<file path="src/sv/wpf_pkg.sv">
// ----------------------------------------------------------------------------
// wpf_pkg
// Types and arithmetic helpers shared by the waypoint follower block.
// ----------------------------------------------------------------------------
package wpf_pkg;

    localparam logic KIND_LOAD = 1'b0;
    localparam logic KIND_TICK = 1'b1;

    // One waypoint as held in the ring and in the target register
    typedef struct packed {
        logic signed [15:0] x;
        logic signed [15:0] y;
        logic        [15:0] radius;
    } wp_t;

    typedef struct packed {
        logic               kind;
        logic signed [15:0] pos_x;
        logic signed [15:0] pos_y;
        logic signed [15:0] wp_x;
        logic signed [15:0] wp_y;
        logic        [15:0] wp_radius;
    } in_item_t;

    typedef struct packed {
        logic signed [15:0] desired_x;
        logic signed [15:0] desired_y;
        logic signed [15:0] dest_x;
        logic signed [15:0] dest_y;
        logic               has_destination;
        logic               load_rejected;
    } out_item_t;

    // Square of a 17-bit difference; the magnitude never exceeds 65535
    function automatic logic [31:0] sq17(input logic signed [16:0] d);
        logic signed [33:0] p;
        p = d * d;
        return p[31:0];
    endfunction

    // Unit step on one axis: sign(d) when 3*d*d >= e*e, else 0
    function automatic logic signed [1:0] axis_step(input logic signed [16:0] d,
                                                    input logic [31:0] dsq,
                                                    input logic [31:0] esq);
        logic [33:0] three_d;
        three_d = {2'b00, dsq} + {1'b0, dsq, 1'b0};
        if (d == 17'sd0) begin
            return 2'sd0;
        end
        else if (three_d >= {2'b00, esq}) begin
            return d[16] ? -2'sd1 : 2'sd1;
        end
        else begin
            return 2'sd0;
        end
    endfunction

    // Position plus step, clamped to the signed 16-bit range
    function automatic logic signed [15:0] sat_add(input logic signed [15:0] p,
                                                   input logic signed [1:0] s);
        logic signed [16:0] sum;
        sum = 17'(p) + 17'(s);
        if (sum > 17'sd32767) begin
            return 16'sh7fff;
        end
        else if (sum < -17'sd32768) begin
            return 16'sh8000;
        end
        else begin
            return sum[15:0];
        end
    endfunction

endpackage

</file>
<file path="src/sv/wpf_if.sv">
// ----------------------------------------------------------------------------
// wpf_in_if / wpf_out_if
// Valid/ready channels carrying input items and result items.
// ----------------------------------------------------------------------------
interface wpf_in_if;
    logic              valid;
    logic              ready;
    wpf_pkg::in_item_t data;

    modport source (output valid, output data, input ready);
    modport sink   (input valid, input data, output ready);
endinterface

interface wpf_out_if;
    logic               valid;
    logic               ready;
    wpf_pkg::out_item_t data;

    modport source (output valid, output data, input ready);
    modport sink   (input valid, input data, output ready);
endinterface

</file>
<file path="src/sv/waypoint_follow_agent_step.sv">
// ----------------------------------------------------------------------------
// waypoint_follow_agent_step
// Steers one agent around a ring of waypoints, one result per input item.
// ----------------------------------------------------------------------------
// Usage:
//   req carries input items: kind 0 appends a waypoint to the ring, kind 1
//   is a tick with the agent's current position. rsp carries exactly one
//   result per item, in order. A transfer happens on a clock edge with
//   valid and ready both high.
//   Throughput is one item per cycle while the skid entry is free. Each
//   result is registered and offered on rsp, or held in the skid entry.
//   The ring front is kept pre-read from the ring memory (registered read,
//   addressed by the next head), so a tick finds its next target without
//   waiting; a write to the entry being read is forwarded.
//   A result register plus one skid entry part the two channels: while
//   rsp stalls, one further item is still taken; req.ready drops only when
//   both entries hold results.
//   Reset (rst_n low, asynchronous) empties the ring, clears the target and
//   drops any pending results. No clearing pass is needed: ring entries are
//   only read after they were written.
// ----------------------------------------------------------------------------
module waypoint_follow_agent_step #(
    parameter int MAX_WAYPOINTS = 16
) (
    input  logic      clk,
    input  logic      rst_n,
    wpf_in_if.sink    req,
    wpf_out_if.source rsp
);

    localparam int IDX_W = (MAX_WAYPOINTS > 1) ? $clog2(MAX_WAYPOINTS) : 1;
    localparam int CNT_W = $clog2(MAX_WAYPOINTS + 1);
    localparam int SUM_W = CNT_W + 1;

    // State
    logic                    tgt_valid_reg, tgt_valid_next;
    wpf_pkg::wp_t            tgt_reg, tgt_next;
    logic [IDX_W-1:0]        head_reg, head_next;
    logic [CNT_W-1:0]        count_reg, count_next;
    wpf_pkg::out_item_t      out_reg, skid_reg;
    logic                    out_valid_reg, skid_valid_reg;

    // Ring interface
    logic                    ring_we;
    logic [IDX_W-1:0]        ring_waddr;
    wpf_pkg::wp_t            ring_wdata;
    wpf_pkg::wp_t            front;

    // Datapath
    logic                    fire_in, fire_out, is_tick, full, empty;
    logic                    reached, take;
    logic [IDX_W-1:0]        head_inc;
    logic [SUM_W-1:0]        slot_sum, slot_wrap;
    logic signed [16:0]      dxo, dyo, dxf, dyf;
    logic [31:0]             sq_dxo, sq_dyo, sq_dxf, sq_dyf, sq_r;
    logic [32:0]             dist_sq;
    logic signed [1:0]       stx_old, sty_old, stx_frt, sty_frt, stx, sty;
    wpf_pkg::out_item_t      res;

    wpf_ring #(
        .MAX_WAYPOINTS (MAX_WAYPOINTS),
        .IDX_W         (IDX_W)
    ) u_ring (
        .clk   (clk),
        .rst_n (rst_n),
        .we    (ring_we),
        .waddr (ring_waddr),
        .wdata (ring_wdata),
        .raddr (head_next),
        .front (front)
    );

    assign req.ready = !skid_valid_reg;
    assign fire_in   = req.valid && !skid_valid_reg;
    assign fire_out  = out_valid_reg && rsp.ready;
    assign is_tick   = (req.data.kind == wpf_pkg::KIND_TICK);
    assign full      = (count_reg == CNT_W'(MAX_WAYPOINTS));
    assign empty     = (count_reg == '0);

    // Ring index arithmetic: back slot is (head + count) mod depth
    assign head_inc  = (head_reg == IDX_W'(MAX_WAYPOINTS - 1)) ? '0 : head_reg + 1'b1;
    assign slot_sum  = SUM_W'(head_reg) + SUM_W'(count_reg);
    assign slot_wrap = (slot_sum >= SUM_W'(MAX_WAYPOINTS))
                       ? slot_sum - SUM_W'(MAX_WAYPOINTS) : slot_sum;

    // Distances to the held target and to the ring front, in parallel
    always_comb
    begin
        dxo     = 17'(tgt_reg.x) - 17'(req.data.pos_x);
        dyo     = 17'(tgt_reg.y) - 17'(req.data.pos_y);
        dxf     = 17'(front.x) - 17'(req.data.pos_x);
        dyf     = 17'(front.y) - 17'(req.data.pos_y);
        sq_dxo  = wpf_pkg::sq17(dxo);
        sq_dyo  = wpf_pkg::sq17(dyo);
        sq_dxf  = wpf_pkg::sq17(dxf);
        sq_dyf  = wpf_pkg::sq17(dyf);
        sq_r    = 32'(tgt_reg.radius) * 32'(tgt_reg.radius);
        dist_sq = 33'(sq_dxo) + 33'(sq_dyo);
        stx_old = wpf_pkg::axis_step(dxo, sq_dxo, sq_dyo);
        sty_old = wpf_pkg::axis_step(dyo, sq_dyo, sq_dxo);
        stx_frt = wpf_pkg::axis_step(dxf, sq_dxf, sq_dyf);
        sty_frt = wpf_pkg::axis_step(dyf, sq_dyf, sq_dxf);
    end

    assign reached = tgt_valid_reg && (dist_sq < 33'(sq_r));
    assign take    = is_tick && (reached || !tgt_valid_reg) && !empty;

    // Next state, ring write and result for the item on req
    always_comb
    begin
        tgt_valid_next = tgt_valid_reg;
        tgt_next       = tgt_reg;
        head_next      = head_reg;
        count_next     = count_reg;
        ring_we        = 1'b0;
        ring_waddr     = slot_wrap[IDX_W-1:0];
        ring_wdata     = tgt_reg;
        stx            = take ? stx_frt : stx_old;
        sty            = take ? sty_frt : sty_old;
        res            = '0;

        if (is_tick)
        begin
            // Rotate: take the front, push the old target (if any) to the back
            if (take)
            begin
                tgt_next       = front;
                tgt_valid_next = 1'b1;
                head_next      = head_inc;
                if (tgt_valid_reg)
                begin
                    ring_we = 1'b1;
                end
                else
                begin
                    count_next = count_reg - 1'b1;
                end
            end
            if (tgt_valid_next)
            begin
                res.desired_x = wpf_pkg::sat_add(req.data.pos_x, stx);
                res.desired_y = wpf_pkg::sat_add(req.data.pos_y, sty);
            end
            else
            begin
                res.desired_x = req.data.pos_x;
                res.desired_y = req.data.pos_y;
            end
        end
        else
        begin
            // Append, or drop when full
            ring_wdata.x      = req.data.wp_x;
            ring_wdata.y      = req.data.wp_y;
            ring_wdata.radius = req.data.wp_radius;
            if (full)
            begin
                res.load_rejected = 1'b1;
            end
            else
            begin
                ring_we    = 1'b1;
                count_next = count_reg + 1'b1;
            end
        end

        res.has_destination = tgt_valid_next;
        if (tgt_valid_next)
        begin
            res.dest_x = tgt_next.x;
            res.dest_y = tgt_next.y;
        end

        // Hold everything unless an item transfers
        if (!fire_in)
        begin
            tgt_valid_next = tgt_valid_reg;
            tgt_next       = tgt_reg;
            head_next      = head_reg;
            count_next     = count_reg;
            ring_we        = 1'b0;
        end
    end

    // Agent and ring control state
    always_ff @(posedge clk or negedge rst_n)
    begin
        if (!rst_n)
        begin
            tgt_valid_reg <= 1'b0;
            tgt_reg       <= '0;
            head_reg      <= '0;
            count_reg     <= '0;
        end
        else
        begin
            tgt_valid_reg <= tgt_valid_next;
            tgt_reg       <= tgt_next;
            head_reg      <= head_next;
            count_reg     <= count_next;
        end
    end

    // Result register and skid entry
    always_ff @(posedge clk or negedge rst_n)
    begin
        if (!rst_n)
        begin
            out_valid_reg  <= 1'b0;
            skid_valid_reg <= 1'b0;
        end
        else if (skid_valid_reg)
        begin
            if (fire_out)
            begin
                skid_valid_reg <= 1'b0;
            end
        end
        else if (fire_in)
        begin
            if (out_valid_reg && !rsp.ready)
            begin
                skid_valid_reg <= 1'b1;
            end
            else
            begin
                out_valid_reg <= 1'b1;
            end
        end
        else if (fire_out)
        begin
            out_valid_reg <= 1'b0;
        end
    end

    always_ff @(posedge clk)
    begin
        if (skid_valid_reg)
        begin
            if (fire_out)
            begin
                out_reg <= skid_reg;
            end
        end
        else if (fire_in)
        begin
            if (out_valid_reg && !rsp.ready)
            begin
                skid_reg <= res;
            end
            else
            begin
                out_reg <= res;
            end
        end
    end

    assign rsp.valid = out_valid_reg;
    assign rsp.data  = out_reg;

endmodule

</file>
<file path="src/sv/wpf_ring.sv">
// ----------------------------------------------------------------------------
// wpf_ring
// Waypoint ring storage: one write port, one registered read port that
// tracks the ring front, with forwarding of a same-cycle write.
// ----------------------------------------------------------------------------
module wpf_ring #(
    parameter int MAX_WAYPOINTS = 16,
    parameter int IDX_W         = 4
) (
    input  logic              clk,
    input  logic              rst_n,
    input  logic              we,
    input  logic [IDX_W-1:0]  waddr,
    input  wpf_pkg::wp_t      wdata,
    input  logic [IDX_W-1:0]  raddr,
    output wpf_pkg::wp_t      front
);

    wpf_pkg::wp_t mem [MAX_WAYPOINTS];
    wpf_pkg::wp_t rdata_reg;
    wpf_pkg::wp_t byp_data_reg;
    logic         byp_reg;

    // Write port
    always_ff @(posedge clk)
    begin
        if (we)
        begin
            mem[waddr] <= wdata;
        end
    end

    // Read port, registered
    always_ff @(posedge clk)
    begin
        rdata_reg    <= mem[raddr];
        byp_data_reg <= wdata;
    end

    // Flag a write landing on the entry being read in the same cycle
    always_ff @(posedge clk or negedge rst_n)
    begin
        if (!rst_n)
        begin
            byp_reg <= 1'b0;
        end
        else
        begin
            byp_reg <= we && (waddr == raddr);
        end
    end

    assign front = byp_reg ? byp_data_reg : rdata_reg;

endmodule
</file>
<file path="src/flat_wrapper.sv">
// flat-port wrapper written by rule: the top's interface ports become plain ports
module waypoint_follow_agent_step_flat 
#(
    parameter int MAX_WAYPOINTS = 16
)
  (clk, rst_n, req_valid, req_data, req_ready, rsp_valid, rsp_data, rsp_ready);
  wpf_in_if req_i ();
  wpf_out_if rsp_i ();
  input  logic clk;
  input  logic rst_n;
  input wire logic [$bits(req_i.valid)-1:0] req_valid;
  input wire logic [$bits(req_i.data)-1:0] req_data;
  output wire logic [$bits(req_i.ready)-1:0] req_ready;
  output wire logic [$bits(rsp_i.valid)-1:0] rsp_valid;
  output wire logic [$bits(rsp_i.data)-1:0] rsp_data;
  input wire logic [$bits(rsp_i.ready)-1:0] rsp_ready;
  assign req_i.valid = req_valid;
  assign req_i.data = req_data;
  assign req_ready = req_i.ready;
  assign rsp_valid = rsp_i.valid;
  assign rsp_data = rsp_i.data;
  assign rsp_i.ready = rsp_ready;
  waypoint_follow_agent_step #(.MAX_WAYPOINTS(MAX_WAYPOINTS)) u_core (.clk(clk), .rst_n(rst_n), .req(req_i), .rsp(rsp_i));
endmodule
</file>
<file path="config.mk">
export PLATFORM = sky130hd
export DESIGN_NAME = waypoint_follow_agent_step_flat
export DESIGN_NICKNAME = d
export VERILOG_FILES = /design/src/sv/wpf_pkg.sv /design/src/sv/wpf_if.sv /design/src/sv/waypoint_follow_agent_step.sv /design/src/sv/wpf_ring.sv /design/src/flat_wrapper.sv
export SDC_FILE = /design/constraint.sdc
export NUM_CORES = 2
export LEC_CHECK = 0
export ABC_CLOCK_PERIOD_IN_PS = 22300
export CAP_MARGIN = 20
export CORE_MARGIN = 2
export CORE_UTILIZATION = 25
export CTS_CLUSTER_DIAMETER = 40
export DETAILED_ROUTE_END_ITERATION = 8
export DONT_BUFFER_PORTS = 1
export SLEW_MARGIN = 30
export SYNTH_ARGS = -nofsm -noshare
export SYNTH_HDL_FRONTEND = slang
export SYNTH_SLANG_ARGS = --single-unit
</file>
<file path="constraint.sdc">
create_clock -name clk -period 22.3 [get_ports clk]
set_input_delay 2.23 -clock clk [delete_from_list [all_inputs] [get_ports clk]]
set_output_delay 2.23 -clock clk [all_outputs]
set_load 0.02 [all_outputs]
</file>
==> metrics list <==
- Status: finished clean
- Max-cap violations in this run came to 0.
- Share of the synthesized area in the top cell type: 27.0%
- Net count of the finished layout: 11.5k
* Asr flop ratio synth: 5.77%
- For this design, the slowest cell found on the critical path is sky130_fd_sc_hd__a32o_1.
- Via count of the first global-routing pass: 68.1k
- From synthesis to final layout, the design area changed by 10.5%.
- TritonCTS clock tree: yes
- After clock tree synthesis, the clock-pin slew on the worst setup and hold paths is 0.06 ns.
- The clock period could shrink to 19.46 ns.
* GRT Overall Usage: 13.1%
* Final-report max-slew violation count: 0
- Via density: 4.47
- Total area of sequential cells: 0.0305 mm^2
- Buffers placed on the I/O ports in this run total 0.
- Routability-driven placement finished with a final weighted congestion of 0.895.
- The average instance in the mapped netlist occupies 10.6 um^2.
- Worst path arrival time: 19.96 ns
- The worst register-to-register path has a depth of 72.
- Setup violations remaining at the end of the flow were counted as 0.
- Initial antenna violation count: 44
- Counting every sink on the clock net gives 1057.
- Synthesis produced a netlist whose cell count is 9419.
- Quantity of hold-fixing buffers added after cts: 0
- Clock Skew: 0.0876 ns
* Die width: 637 um
- At the later pin of the worst-skew pair, clock insertion delay measures 0.75 ns.
* Top Ports: 153
- In the routed design, unresolved DRC markers number 0.
- In the finished design, the share of the clock period the worst path needs comes to 87.3%.
- Placed instance count: 14.5k
- Cells fill 27.7% of the core in the end.
- Clock tree synthesis selected as its root buffer the cell sky130_fd_sc_hd__clkbuf_16.
* Routed via count: 66.5k
- Launch point of the worst path: req_data[65]
- Cell type with the highest aggregate area in the netlist: sky130_fd_sc_hd__edfxtp_1
* Count of cell types in the netlist: 103
- Maximum clock rate: 51.4 MHz
- Counting flops and latches in the post-synthesis netlist gives 1057.
- Nets in the synthesized netlist: 11.5k
- Once detailed placement completed, the half-perimeter wirelength came to 205000 um.
- R2R Path Start: u_core.u_ring.byp_reg
* Post-Layout Cell Count: 14.9k
- Number of enable flip-flop cells after synthesis: 900
- The worst setup path is of the primary input to flip-flop kind.
- CP max stage delay: 0.70 ns
- Count of nets left with antenna violations after detail routing: 0
* Placeable core region: 0.399 mm^2
- STA classifies the critical path endpoint as a flip-flop.
- The worst register-to-register path has a setup slack of 3.27 ns.
- Actual slew at the worst max-slew pin: 1.02 ns
- Overflow left after global routing: 0
* Predominant post-synthesis flop cell: sky130_fd_sc_hd__edfxtp_1
- Warnings from Yosys: 0
- Startpoint type of the worst setup path: primary input
- First-pass iteration count of the detailed router: 6
- The die covers 0.406 mm^2.
* Routed wirelength normalized by instance count: 18.0 um
* DIE HEIGHT: 637 um
- In this run, the number of DRC markers left after iteration 0 of detailed routing was 4501.
* Data required time of the worst path: 22.79 ns
- Wire length of the first global-routing pass: 412000 um
- Largest net degree at the start of global routing: 170
- Highest fanout seen on the critical path: 15
- The initial utilization of the core area, before any placement, comes to 25.1%.
- Most numerous cell on the critical path: sky130_fd_sc_hd__o21ai_0
- Once the clock tree was built, the resizer swapped 0 gates to a different size.
- Fin. Hold Viols: 0
- Synth area leaders: sky130_fd_sc_hd__edfxtp_1 27%, sky130_fd_sc_hd__fa_1 24%, sky130_fd_sc_hd__ha_1 10%, sky130_fd_sc_hd__inv_1 6.9%, sky130_fd_sc_hd__nand2_1 2.9%
* Buffer levels on the longest clock path: 3
- Of the synthesized area, sequential elements account for 30.4%.
- The worst pin sits at a relative slew slack of 32.2%.
* Fill cell instance count of the final layout: 41.3k
* RSZ-0062 raised after global routing: no
- Flip-flop count of the largest register after layout: 768
- Critical path endpoint: u_core.rsp.data[51]
* Post-Route WL: 268000 um
* Dpl ws: 2.39 ns
- Number of levels in the clock H-tree: 3
- In the final layout, the multi-input gates occupy 0.0617 mm^2.
- Setup slack of the critical path after layout: 2.84 ns
* Num CTS Buffers: 105
* Setup Total Neg Slack: 0 ns
- The synthesized netlist occupies a cell area of 0.100 mm^2.
- Row generation in the floorplan step produced 232 rows.
- The endpoint identified for the worst register-to-register timing path is u_core.rsp.data[51].
- Min-Delay Path Class: flip-flop to flip-flop
* Share of layout cells above drive strength 1: 6.22%
- In this run the post-CTS setup repair buffer count came out at 0.
-- kinds of logic after synthesis --
group / share of synthesized area (%)
AO/OA/AOI/OAI: 8.99
buffers and inverters: 8.27
flip-flops: 30.4
adder cells (fa/ha/maj): 34.4
XOR/XNOR: 3.76
AND/OR/NAND/NOR: 8.28
multiplexers: 5.82
-- critical path: cells and delay by family --
family / cells / cell delay [ns]
adders and majority gates: 13 / 4.95
AOI/OAI and AO/OA: 39 / 8.71
buffers and inverters: 8 / 1.49
muxes: 1 / 0.32
and+or+nand+nor: 8 / 1.08
xor gates and xnor gates: 3 / 1.18
-- worst min path at each step --
stage,start,end,slack (ns),cells past startpoint
global placement,u_core.u_ring.rdata_reg[5],u_core.tgt_reg[5],0.49,2
global route,u_core.u_ring.rdata_reg[0],u_core.tgt_reg[0],0.54,2
finish,u_core.count_reg[4],u_core.count_reg[4],0.52,1
CTS,u_core.count_reg[4],u_core.count_reg[4],0.51,1
floorplan,u_core.count_reg[4],u_core.count_reg[4],0.47,1
detailed placement,u_core.count_reg[4],u_core.count_reg[4],0.50,1
-- cells in the mapped netlist (all sizes together), types with 90 or more instances --
cell    number
o21ai      286
dfxtp       96
clkbuf     195
nand2      786
a21oi      334
inv       1836
xor2       105
xnor2      320
o211ai     209
nor2       495
fa        1205
ha         812
a21o       154
edfxtp     900
mux2       299
nand3       90
mux2i      246
buf         91
-- cell type report --
type / instances / share of cell area (%)
multi-input combinational: 6222 / 55.7
timing repair buffer: 116 / 0.889
antenna: 168 / 0.380
tap: 5265 / 5.95
clock buffer: 130 / 2.55
inverter: 1854 / 6.29
clock inverter: 68 / 0.681
sequential: 1057 / 27.5
-- routing by layer --
metal	share of wire (%)	global-route usage, %
met4	5.1	5.94
met3	5.3	1.88
met5	0.014	0
met1	41	16.2
met2	48	22.4
-- stage by stage --
step / cell area, um^2 / hold WS (ns)
global route: 111000 / 0.542
floorplan: 100000 / 0.474
finish: 111000 / 0.518
detailed placement: 107000 / 0.497
CTS: 110000 / 0.512
global placement: 107000 / 0.494
-- layout by cell type, fill, tap and decap left out, types with 70 or more instances in the layout --
| cell | count |
|---|---|
| sky130_fd_sc_hd__ha_1 | 812 |
| sky130_fd_sc_hd__o21ai_0 | 264 |
| sky130_fd_sc_hd__mux2i_1 | 244 |
| sky130_fd_sc_hd__diode_2 | 168 |
| sky130_fd_sc_hd__nand2b_1 | 70 |
| sky130_fd_sc_hd__nand2_1 | 786 |
| sky130_fd_sc_hd__edfxtp_1 | 900 |
| sky130_fd_sc_hd__xnor2_1 | 314 |
| sky130_fd_sc_hd__nand3_1 | 90 |
| sky130_fd_sc_hd__dfxtp_1 | 96 |
| sky130_fd_sc_hd__buf_4 | 106 |
| sky130_fd_sc_hd__mux2_2 | 197 |
| sky130_fd_sc_hd__and2_1 | 71 |
| sky130_fd_sc_hd__nor2_1 | 480 |
| sky130_fd_sc_hd__fa_1 | 1205 |
| sky130_fd_sc_hd__mux2_1 | 101 |
| sky130_fd_sc_hd__clkbuf_16 | 108 |
| sky130_fd_sc_hd__a21o_1 | 153 |
| sky130_fd_sc_hd__inv_1 | 1831 |
| sky130_fd_sc_hd__xor2_1 | 101 |
| sky130_fd_sc_hd__o211ai_1 | 209 |
| sky130_fd_sc_hd__a21oi_1 | 333 |
| sky130_fd_sc_hd__nand4_1 | 80 |
Power is left out: the tool's default activity adds up to more than one toggle a clock period on the data nets, which glitch-free logic cannot reach.
